==> src/design/ndc_pkg.sv <==
package ndc_pkg;

  // Widths of the payload and register fields
  localparam int unsigned PH_W       = 11;
  localparam int unsigned EC_W       = 14;
  localparam int unsigned BAND_W     = 10;
  localparam int unsigned CFG_TIME_W = 32;
  localparam int unsigned FUNC_W     = 2;
  localparam int unsigned MASK_W     = 4;
  localparam int unsigned EVENT_W    = 4;
  localparam int unsigned PUMP_W     = 2;
  localparam int unsigned CFG_IDX_W  = 3;
  localparam int unsigned CFG_DATA_W = 32;

  // Default width of the millisecond counters
  localparam int unsigned TIME_BITS_DEF = 32;

  // Reset values of the registers
  localparam logic [PH_W-1:0]       TARGET_PH_RST   = 11'd600;
  localparam logic [EC_W-1:0]       TARGET_EC_RST   = 14'd150;
  localparam logic [BAND_W-1:0]     BAND_RST        = 10'd20;
  localparam logic [PH_W-1:0]       PH_LOW_LIM_RST  = 11'd300;
  localparam logic [PH_W-1:0]       PH_HIGH_LIM_RST = 11'd900;
  localparam logic [EC_W-1:0]       EC_LOW_LIM_RST  = 14'd10;
  localparam logic [CFG_TIME_W-1:0] TIMEOUT_RST     = 32'd5000;
  localparam logic [CFG_TIME_W-1:0] COOLDOWN_RST    = 32'd300000;

  // Register indexes
  typedef enum logic [CFG_IDX_W-1:0] {
    REG_TARGET_PH   = 3'd0,
    REG_TARGET_EC   = 3'd1,
    REG_BAND        = 3'd2,
    REG_PH_LOW_LIM  = 3'd3,
    REG_PH_HIGH_LIM = 3'd4,
    REG_EC_LOW_LIM  = 3'd5,
    REG_TIMEOUT     = 3'd6,
    REG_COOLDOWN    = 3'd7
  } reg_idx_e;

  // Item kinds
  typedef enum logic [FUNC_W-1:0] {
    FUNC_TICK   = 2'd0,
    FUNC_SAMPLE = 2'd1,
    FUNC_ESTOP  = 2'd2
  } func_e;

  // Pump numbers
  typedef enum logic [PUMP_W-1:0] {
    PUMP_PH_DOWN  = 2'd0,
    PUMP_PH_UP    = 2'd1,
    PUMP_NUTRIENT = 2'd2
  } pump_e;

  // Event codes
  typedef enum logic [EVENT_W-1:0] {
    EV_TICK     = 4'd0,
    EV_RUNNING  = 4'd1,
    EV_TIMEOUT  = 4'd2,
    EV_COOLDOWN = 4'd3,
    EV_UNSAFE   = 4'd4,
    EV_PH_DOWN  = 4'd5,
    EV_PH_UP    = 4'd6,
    EV_NUTRIENT = 4'd7,
    EV_ESTOP    = 4'd8,
    EV_IN_BAND  = 4'd9
  } event_e;

  // Input word
  typedef struct packed {
    logic [FUNC_W-1:0] func;
    logic [PH_W-1:0]   ph_sample;
    logic [EC_W-1:0]   ec_sample;
  } in_word_t;

  // Result word
  typedef struct packed {
    logic [MASK_W-1:0]  pump_mask;
    logic               dosing_active;
    logic [EVENT_W-1:0] event_code;
  } out_word_t;

  // Register file contents
  typedef struct packed {
    logic [PH_W-1:0]       target_ph;
    logic [EC_W-1:0]       target_ec;
    logic [BAND_W-1:0]     band;
    logic [PH_W-1:0]       ph_low_lim;
    logic [PH_W-1:0]       ph_high_lim;
    logic [EC_W-1:0]       ec_low_lim;
    logic [CFG_TIME_W-1:0] dose_timeout_ms;
    logic [CFG_TIME_W-1:0] cooldown_ms;
  } cfg_t;

endpackage

==> src/design/nutrient_dosing_controller_core.sv <==
// Channel   Direction  Handshake              Word
// in        in         in_valid_i/in_ready_o  in_word_i  (func, ph_sample, ec_sample)
// out       out        out_valid_o/out_ready_i out_word_o (pump_mask, dosing_active, event_code)
// cfg       in         cfg_valid_i/cfg_ready_o cfg_index_i, cfg_data_i
//
// One word per cycle sustained while the output is not stalled; a taken word passes
// the input register, then the result register. The path between them holds the
// timer, limit and dead band compares and a counter increment. Reset loads the
// register defaults, stops the pumps and marks the cooldown as elapsed. A stall on
// the output holds the result register, the next word waits in the input register,
// and in_ready_o drops only while both are full. Configuration is always ready.
module nutrient_dosing_controller_core #(
  parameter int unsigned TIME_BITS = ndc_pkg::TIME_BITS_DEF
) (
  input  logic                           clk_i,
  input  logic                           rst_ni,
  input  logic                           in_valid_i,
  output logic                           in_ready_o,
  input  ndc_pkg::in_word_t              in_word_i,
  output logic                           out_valid_o,
  input  logic                           out_ready_i,
  output ndc_pkg::out_word_t             out_word_o,
  input  logic                           cfg_valid_i,
  output logic                           cfg_ready_o,
  input  logic [ndc_pkg::CFG_IDX_W-1:0]  cfg_index_i,
  input  logic [ndc_pkg::CFG_DATA_W-1:0] cfg_data_i
);

  ndc_pkg::cfg_t      cfg;
  ndc_pkg::in_word_t  in_word_q;
  ndc_pkg::out_word_t out_word_q, res;
  logic               in_valid_q, out_valid_q, advance;

  assign cfg_ready_o = 1'b1;

  ndc_cfg_regs u_cfg_regs (
    .clk_i      (clk_i),
    .rst_ni     (rst_ni),
    .wr_en_i    (cfg_valid_i),
    .wr_index_i (cfg_index_i),
    .wr_data_i  (cfg_data_i),
    .cfg_o      (cfg)
  );

  // Word moves from input register to result register
  assign advance    = in_valid_q && (!out_valid_q || out_ready_i);
  assign in_ready_o = !in_valid_q || advance;

  ndc_ctrl #(
    .TIME_BITS (TIME_BITS)
  ) u_ctrl (
    .clk_i  (clk_i),
    .rst_ni (rst_ni),
    .cfg_i  (cfg),
    .step_i (advance),
    .word_i (in_word_q),
    .res_o  (res)
  );

  // Input register
  always_ff @(posedge clk_i or negedge rst_ni) begin
    if (!rst_ni) begin
      in_valid_q <= 1'b0;
    end else if (in_ready_o) begin
      in_valid_q <= in_valid_i;
    end
  end

  always_ff @(posedge clk_i) begin
    if (in_ready_o && in_valid_i) begin
      in_word_q <= in_word_i;
    end
  end

  // Result register
  always_ff @(posedge clk_i or negedge rst_ni) begin
    if (!rst_ni) begin
      out_valid_q <= 1'b0;
    end else if (advance) begin
      out_valid_q <= 1'b1;
    end else if (out_ready_i) begin
      out_valid_q <= 1'b0;
    end
  end

  always_ff @(posedge clk_i) begin
    if (advance) begin
      out_word_q <= res;
    end
  end

  assign out_valid_o = out_valid_q;
  assign out_word_o  = out_word_q;

  // A running pump shows exactly one mask bit, an idle block none
  assert property (@(posedge clk_i) disable iff (!rst_ni)
    out_valid_o |-> ($onehot0(out_word_o.pump_mask) &&
                     ((out_word_o.pump_mask != '0) == out_word_o.dosing_active)))
    else $error("pump mask disagrees with dosing flag");

  // An emergency stop always leaves every pump off
  assert property (@(posedge clk_i) disable iff (!rst_ni)
    (out_valid_o && (out_word_o.event_code == ndc_pkg::EV_ESTOP)) |->
      !out_word_o.dosing_active)
    else $error("pump still running after emergency stop");

  // Input back-pressure only while the result is stalled
  assert property (@(posedge clk_i) disable iff (!rst_ni)
    !in_ready_o |-> (out_valid_o && !out_ready_i))
    else $error("input stalled without an output stall");

endmodule

==> src/design/ndc_cfg_regs.sv <==
module ndc_cfg_regs (
  input  logic                                clk_i,
  input  logic                                rst_ni,
  input  logic                                wr_en_i,
  input  logic [ndc_pkg::CFG_IDX_W-1:0]       wr_index_i,
  input  logic [ndc_pkg::CFG_DATA_W-1:0]      wr_data_i,
  output ndc_pkg::cfg_t                       cfg_o
);

  ndc_pkg::cfg_t cfg_q;

  // Register file, written one register per word
  always_ff @(posedge clk_i or negedge rst_ni) begin
    if (!rst_ni) begin
      cfg_q.target_ph       <= ndc_pkg::TARGET_PH_RST;
      cfg_q.target_ec       <= ndc_pkg::TARGET_EC_RST;
      cfg_q.band            <= ndc_pkg::BAND_RST;
      cfg_q.ph_low_lim      <= ndc_pkg::PH_LOW_LIM_RST;
      cfg_q.ph_high_lim     <= ndc_pkg::PH_HIGH_LIM_RST;
      cfg_q.ec_low_lim      <= ndc_pkg::EC_LOW_LIM_RST;
      cfg_q.dose_timeout_ms <= ndc_pkg::TIMEOUT_RST;
      cfg_q.cooldown_ms     <= ndc_pkg::COOLDOWN_RST;
    end else if (wr_en_i) begin
      unique case (ndc_pkg::reg_idx_e'(wr_index_i))
        ndc_pkg::REG_TARGET_PH:   cfg_q.target_ph   <= wr_data_i[ndc_pkg::PH_W-1:0];
        ndc_pkg::REG_TARGET_EC:   cfg_q.target_ec   <= wr_data_i[ndc_pkg::EC_W-1:0];
        ndc_pkg::REG_BAND:        cfg_q.band        <= wr_data_i[ndc_pkg::BAND_W-1:0];
        ndc_pkg::REG_PH_LOW_LIM:  cfg_q.ph_low_lim  <= wr_data_i[ndc_pkg::PH_W-1:0];
        ndc_pkg::REG_PH_HIGH_LIM: cfg_q.ph_high_lim <= wr_data_i[ndc_pkg::PH_W-1:0];
        ndc_pkg::REG_EC_LOW_LIM:  cfg_q.ec_low_lim  <= wr_data_i[ndc_pkg::EC_W-1:0];
        ndc_pkg::REG_TIMEOUT:
          cfg_q.dose_timeout_ms <= wr_data_i[ndc_pkg::CFG_TIME_W-1:0];
        ndc_pkg::REG_COOLDOWN:
          cfg_q.cooldown_ms <= wr_data_i[ndc_pkg::CFG_TIME_W-1:0];
        default: ;
      endcase
    end
  end

  assign cfg_o = cfg_q;

endmodule

==> src/design/ndc_ctrl.sv <==
module ndc_ctrl #(
  parameter int unsigned TIME_BITS = ndc_pkg::TIME_BITS_DEF
) (
  input  logic               clk_i,
  input  logic               rst_ni,
  input  ndc_pkg::cfg_t      cfg_i,
  input  logic               step_i,
  input  ndc_pkg::in_word_t  word_i,
  output ndc_pkg::out_word_t res_o
);

  // Compare width covers both the counters and the 32-bit registers
  localparam int unsigned CmpW =
    (TIME_BITS > ndc_pkg::CFG_TIME_W) ? TIME_BITS : ndc_pkg::CFG_TIME_W;
  localparam int unsigned PhSumW = ndc_pkg::PH_W + 1;
  localparam int unsigned EcSumW = ndc_pkg::EC_W + 1;

  logic                       dosing_q, dosing_d;
  logic [ndc_pkg::PUMP_W-1:0] pump_q, pump_d;
  logic [TIME_BITS-1:0]       run_q, run_d;
  logic [TIME_BITS-1:0]       since_q, since_d;
  ndc_pkg::event_e            ev;

  logic              run_sat, since_sat, timed_out, cooling, unsafe;
  logic              want_down, want_up, want_nutr;
  logic [PhSumW-1:0] ph_ext, tp_plus_b, ph_plus_b, tp_ext;
  logic [EcSumW-1:0] ec_plus_b, te_ext;

  // Timer and threshold compares
  always_comb begin
    run_sat   = &run_q;
    since_sat = &since_q;
    timed_out = run_sat || (CmpW'(run_q) > CmpW'(cfg_i.dose_timeout_ms));
    cooling   = !since_sat && (CmpW'(since_q) < CmpW'(cfg_i.cooldown_ms));
    unsafe    = (word_i.ph_sample < cfg_i.ph_low_lim) ||
                (word_i.ph_sample > cfg_i.ph_high_lim) ||
                (word_i.ec_sample < cfg_i.ec_low_lim);
    // Dead band compares rearranged so no side goes negative
    ph_ext    = PhSumW'(word_i.ph_sample);
    tp_ext    = PhSumW'(cfg_i.target_ph);
    tp_plus_b = tp_ext + PhSumW'(cfg_i.band);
    ph_plus_b = ph_ext + PhSumW'(cfg_i.band);
    te_ext    = EcSumW'(cfg_i.target_ec);
    ec_plus_b = EcSumW'(word_i.ec_sample) + EcSumW'(cfg_i.band);
    want_down = ph_ext > tp_plus_b;
    want_up   = ph_plus_b < tp_ext;
    want_nutr = ec_plus_b < te_ext;
  end

  // Next state and event for the current word
  always_comb begin
    dosing_d = dosing_q;
    pump_d   = pump_q;
    run_d    = run_q;
    since_d  = since_q;
    ev       = ndc_pkg::EV_TICK;
    case (ndc_pkg::func_e'(word_i.func))
      ndc_pkg::FUNC_TICK: begin
        run_d   = run_sat ? run_q : run_q + TIME_BITS'(1);
        since_d = since_sat ? since_q : since_q + TIME_BITS'(1);
      end
      ndc_pkg::FUNC_SAMPLE: begin
        if (dosing_q) begin
          if (timed_out) begin
            dosing_d = 1'b0;
            since_d  = '0;
            ev       = ndc_pkg::EV_TIMEOUT;
          end else begin
            ev = ndc_pkg::EV_RUNNING;
          end
        end else if (cooling) begin
          ev = ndc_pkg::EV_COOLDOWN;
        end else if (unsafe) begin
          ev = ndc_pkg::EV_UNSAFE;
        end else if (want_down) begin
          dosing_d = 1'b1;
          pump_d   = ndc_pkg::PUMP_PH_DOWN;
          run_d    = '0;
          ev       = ndc_pkg::EV_PH_DOWN;
        end else if (want_up) begin
          dosing_d = 1'b1;
          pump_d   = ndc_pkg::PUMP_PH_UP;
          run_d    = '0;
          ev       = ndc_pkg::EV_PH_UP;
        end else if (want_nutr) begin
          dosing_d = 1'b1;
          pump_d   = ndc_pkg::PUMP_NUTRIENT;
          run_d    = '0;
          ev       = ndc_pkg::EV_NUTRIENT;
        end else begin
          ev = ndc_pkg::EV_IN_BAND;
        end
      end
      ndc_pkg::FUNC_ESTOP: begin
        dosing_d = 1'b0;
        ev       = ndc_pkg::EV_ESTOP;
      end
      default: ;  // unused selector: nothing changes
    endcase
  end

  // Result reflects the state after the word
  always_comb begin
    res_o.pump_mask     = dosing_d ? (ndc_pkg::MASK_W'(1) << pump_d) : '0;
    res_o.dosing_active = dosing_d;
    res_o.event_code    = ev;
  end

  // Controller state
  always_ff @(posedge clk_i or negedge rst_ni) begin
    if (!rst_ni) begin
      dosing_q <= 1'b0;
      pump_q   <= ndc_pkg::PUMP_PH_DOWN;
      run_q    <= '0;
      since_q  <= '1;
    end else if (step_i) begin
      dosing_q <= dosing_d;
      pump_q   <= pump_d;
      run_q    <= run_d;
      since_q  <= since_d;
    end
  end

endmodule
==> config.mk <==
export PLATFORM = sky130hd
export DESIGN_NAME = nutrient_dosing_controller_core
export DESIGN_NICKNAME = d
export VERILOG_FILES = /design/src/design/ndc_pkg.sv /design/src/design/nutrient_dosing_controller_core.sv /design/src/design/ndc_cfg_regs.sv /design/src/design/ndc_ctrl.sv
export SDC_FILE = /design/constraint.sdc
export NUM_CORES = 1
export LEC_CHECK = 0
export BUFFER_PORTS_ARGS = -buffer_cell sky130_fd_sc_hd__buf_2
export CAP_MARGIN = 20
export CORE_MARGIN = 10
export CORE_UTILIZATION = 60
export CTS_CLUSTER_SIZE = 30
export DETAILED_ROUTE_END_ITERATION = 6
export PLACE_DENSITY_LB_ADDON = 0.25
export REMOVE_ABC_BUFFERS = 1
export SLEW_MARGIN = 15
export SYNTH_ARGS = -nofsm -noshare
export SYNTH_HDL_FRONTEND = slang
export SYNTH_SLANG_ARGS = --single-unit
==> constraint.sdc <==
create_clock -name clk_i -period 7 [get_ports clk_i]
set_clock_uncertainty 0.2 [all_clocks]
set_input_delay 1.4 -clock clk_i [delete_from_list [all_inputs] [get_ports clk_i]]
set_output_delay 1.4 -clock clk_i [all_outputs]
set_load 0.05 [all_outputs]
==> flow_summary_export.csv <==
group,metric,value,unit
status,outcome,"complete, no violations",
floorplan,floorplan.initialDensity,60.80,%
place,detailedPlacementHpwl,26.11,mm
floorplan,die_area,31320,µm²
floorplan,floorplan.io_pins,79,
timing,timing.fmax,192.5,MHz
synth,synth-warning-count,0,
clocking,ctsRootBufferMaster,"clkbuf_16",
synth,synth_area_leaders,"dfrtp_1, ha_1, dfstp_2",
clocking,post_cts_resize_count,0,
timing,final_max_slew_viol_count,0,
power_and_ir_drop,p_leak,7.732,nW
timing,holdWs,287.4,ps
power_and_ir_drop,power.sequential.fraction,40.5,%
floorplan,fp-row-count,57,
power_and_ir_drop,power_per_cell_area,276.5,nW/µm²
power_and_ir_drop,vdd_ir_drop_max,279.4,µV
layout,finalNetCount,1782,
power_and_ir_drop,switching_share,32.69,%
worst_setup_path,startpoint_type_of_the_worst_setup_path,"flip-flop",
clocking,clock_latency,540,ps
routing,wire_per_inst,18.78,µm
clocking,clock_sink_count,240,
synth,syn-cell-area,14790,µm²
clocking,cts_made_buffers,26,
layout,area_delta_synth_final,10.60,%
worst_setup_path,timing.critical_path.max_delay_family,"compound AO/OA/AOI/OAI gates",
floorplan,dieWidth,177.0,µm
routing,total_routed_wirelength,35.50,mm
worst_setup_path,cp_max_fo,20,
power_and_ir_drop,clock_power_share,29.2,%
power_and_ir_drop,netSwitchingPower,0.001478,W
grt,grt_max_degree,76,
synth,yosysUniqueCellTypes,73,
grt,globalRouteOverflowTotal,0,
routing,final_antenna_net_count,0,
worst_hold_path,timing.hold.worst.class,"flip-flop to flip-flop",
layout,commonest_cells_after_routing_fill_and_taps_aside,"ha_1, inv_1, dfrtp_1",
routing,dr.pass1.iters,5,
worst_setup_path,path_cells,"ha_1 > fa_1 > a21o_1 > a21oi_1 > o21bai_1 > a21oi_1 > o21bai_1 > a21oi_1 > o21bai_1 > a21oi_1 > xnor2_1 > ha_1 > nand3_1 > nor3b_1 > a2111oi_0 > o31a_1 > a211o_4 > and2_4 > or4_1 > a21oi_1",
timing,period_needed,5196,ps
layout,post_route_cells_drive_above_1_share,20.18,%
routing,post_drt_via_cell_ratio,5.971,
grt,antenna_violations_before_repair,0,
timing,grt_setup_unrepaired,"no",
layout,mostFrequentLayoutCell,"ha_1",
routing,drt_drc_violations_left,0,
floorplan,dieHeight,177.0,µm
worst_setup_path,timing.critical_path.buf_inv,0,
synth,ys_dominant_reg_cell,"dfrtp_1",
synth,yosys.area.top_type,"dfrtp_1",
timing,final-setup-viol-count,0,
place,io_buffers,77,
timing,report.final.hold_viol_count,0,
grt,track_usage,22.67,%
timing,final.period_utilization,74.23,%
layout,num_antenna_cells,0,
worst_setup_path,cp.required,7260,ps
timing,totalNegativeSetupSlack,0,ps
timing,slew_limit_headroom,23.79,%
clocking,post-cts-setup-buffer-count,0,
worst_setup_path,critical_path_arrival,5450,ps
worst_setup_path,crit_slowest_cell,"or4_1",
synth,synthCells,1469,
worst_setup_path,timing.critical_path.to_type,"flip-flop",
synth,synth-edff-count,36,
synth,synth_seq_cells,240,
clocking,cts.path.max_buffers,3,
synth,syn_avg_cell_area,10.06,µm²
layout,layout.filler_cells,1893,
grt,grt_pass1_wl,58.22,mm
synth,ys_async_sr_fraction,85.00,%
worst_setup_path,critical_path_class,"flip-flop to flip-flop",
routing,route.vias.total,11290,
worst_setup_path,path_common_cell,"a21oi_1",
clocking,cts_hold_buf,0,
clocking,clk_transition_reported_paths,60,ps
power_and_ir_drop,cellInternalPower,0.003044,W
worst_setup_path,largest_stage_delay_on_the_critical_path,470,ps
clocking,cts-htree-levels,1,
timing,tightest_slew,1143,ps
grt,first_global_vias,11410,
floorplan,core,24320,µm²
synth,synth_seq_area_share,42.39,%
clocking,tritoncts,"yes",
synth,synth_largest_type_area_fraction,23.53,%
power_and_ir_drop,share_comb_of_total_power,30.3,%
flow_run,cap_viol_max_count,0,
routing,drt_iter0_drc,822,
place,place.gp.congestion,0.9081,
-- power groups by stage --
stage | clock (W) | combinational, W | sequential, W
after floorplan | 0 | 0.00101 | 0.00180
after global placement | 0 | 0.00129 | 0.00184
after detailed placement | 0 | 0.00135 | 0.00185
after CTS | 0.00135 | 0.00137 | 0.00183
after global routing | 0.00140 | 0.00156 | 0.00186
final | 0.00132 | 0.00137 | 0.00183
-- cell families (layout without fill, tap and decap cells) --
logic type	after synthesis	after routing	share of synthesized area [%]
compound gates	338	338	14.32
xor+xnor	40	40	2.369
fa+ha+maj	169	169	14.45
buf+inv	201	298	5.196
flops	240	240	42.39
mux	106	106	8.039
other cells	1	1	0.02536
simple gates	374	374	13.21
-- area by class of cell --
type	count	area (µm²)	share of cell area, %
Sequential cell	240	6267	38.32
Clock buffer	33	718.2	4.392
Clock inverter	15	106.4	0.6503
Multi-Input combinational cell	1028	7771	47.52
Inverter	162	608.1	3.718
Tap cell	324	405.4	2.479
Timing Repair Buffer	88	476.7	2.915
-- state kept, by name, summed over array words and instances (netlist names) --
register          cells
u_ctrl.pump_q         2
u_ctrl.run_q         32
u_ctrl.dosing_q       1
in_valid_q            1
u_ctrl.since_q       32
in_word_q            27
out_word_o            9
out_valid_o           1
u_cfg_regs.cfg_o    135
-- per-stage QoR --
| step | setup WS, ps | power [W] | utilization (%) | std cells | cell area, µm² |
|---|---|---|---|---|---|
| after floorplan | 2091 | 0.002817 | - | 1430 | 14630 |
| after detailed placement | 1850 | 0.003205 | 63.80 | 1841 | 15510 |
| after CTS | 1825 | 0.004546 | 67.19 | 1889 | 16340 |
| after global routing | 1414 | 0.004816 | 67.24 | 1890 | 16350 |
| after global placement | 1981 | 0.003135 | 63.80 | 1841 | 15510 |
| final | 1804 | 0.004522 | 67.24 | 1890 | 16350 |
-- cells in the mapped netlist, types with 20 or more instances --
master / instances
a21o_1: 44
a21oi_1: 90
and3_1: 20
clkbuf_1: 34
dfrtp_1: 139
dfstp_2: 65
edfxtp_1: 36
ha_1: 166
inv_1: 161
mux2_2: 102
nand2_1: 109
nand3_1: 35
nand4_1: 37
nor2_1: 49
nor3_1: 28
o21ai_0: 109
xnor2_1: 36
-- worst paths after layout --
path / depth (start not counted) / startpoint / endpoint / slack, ps
worst min register to register: 1 / in_valid_q$_DFFE_PN0N_ / out_valid_o$_DFFE_PN0P_ / 290
worst min-delay path: 1 / in_valid_q$_DFFE_PN0N_ / out_valid_o$_DFFE_PN0P_ / 290
min in group asynchronous: 1 / rst_ni / u_cfg_regs.cfg_o[49]$_DFFE_PN0P_ / 650
worst max register to register: 20 / u_cfg_regs.cfg_o[100]$_DFFE_PN0P_ / u_ctrl.run_q[10]$_DFFE_PN0P_ / 1800
worst max-delay path: 20 / u_cfg_regs.cfg_o[100]$_DFFE_PN0P_ / u_ctrl.run_q[10]$_DFFE_PN0P_ / 1800
max in group asynchronous: 2 / rst_ni / u_cfg_regs.cfg_o[90]$_DFFE_PN0P_ / 4610
-- metal layers --
layer | up-vias | GRT usage (%) | share of wire [%]
met4 | 0 | 7.426 | 3.4
met2 | 260 | 39.00 | 49
met3 | 76 | 3.158 | 4.3
met5 | - | 0 | 0
met1 | 5506 | 28.79 | 43
li1 | 5443 | - | -
(Power assumes the default switching activity.)
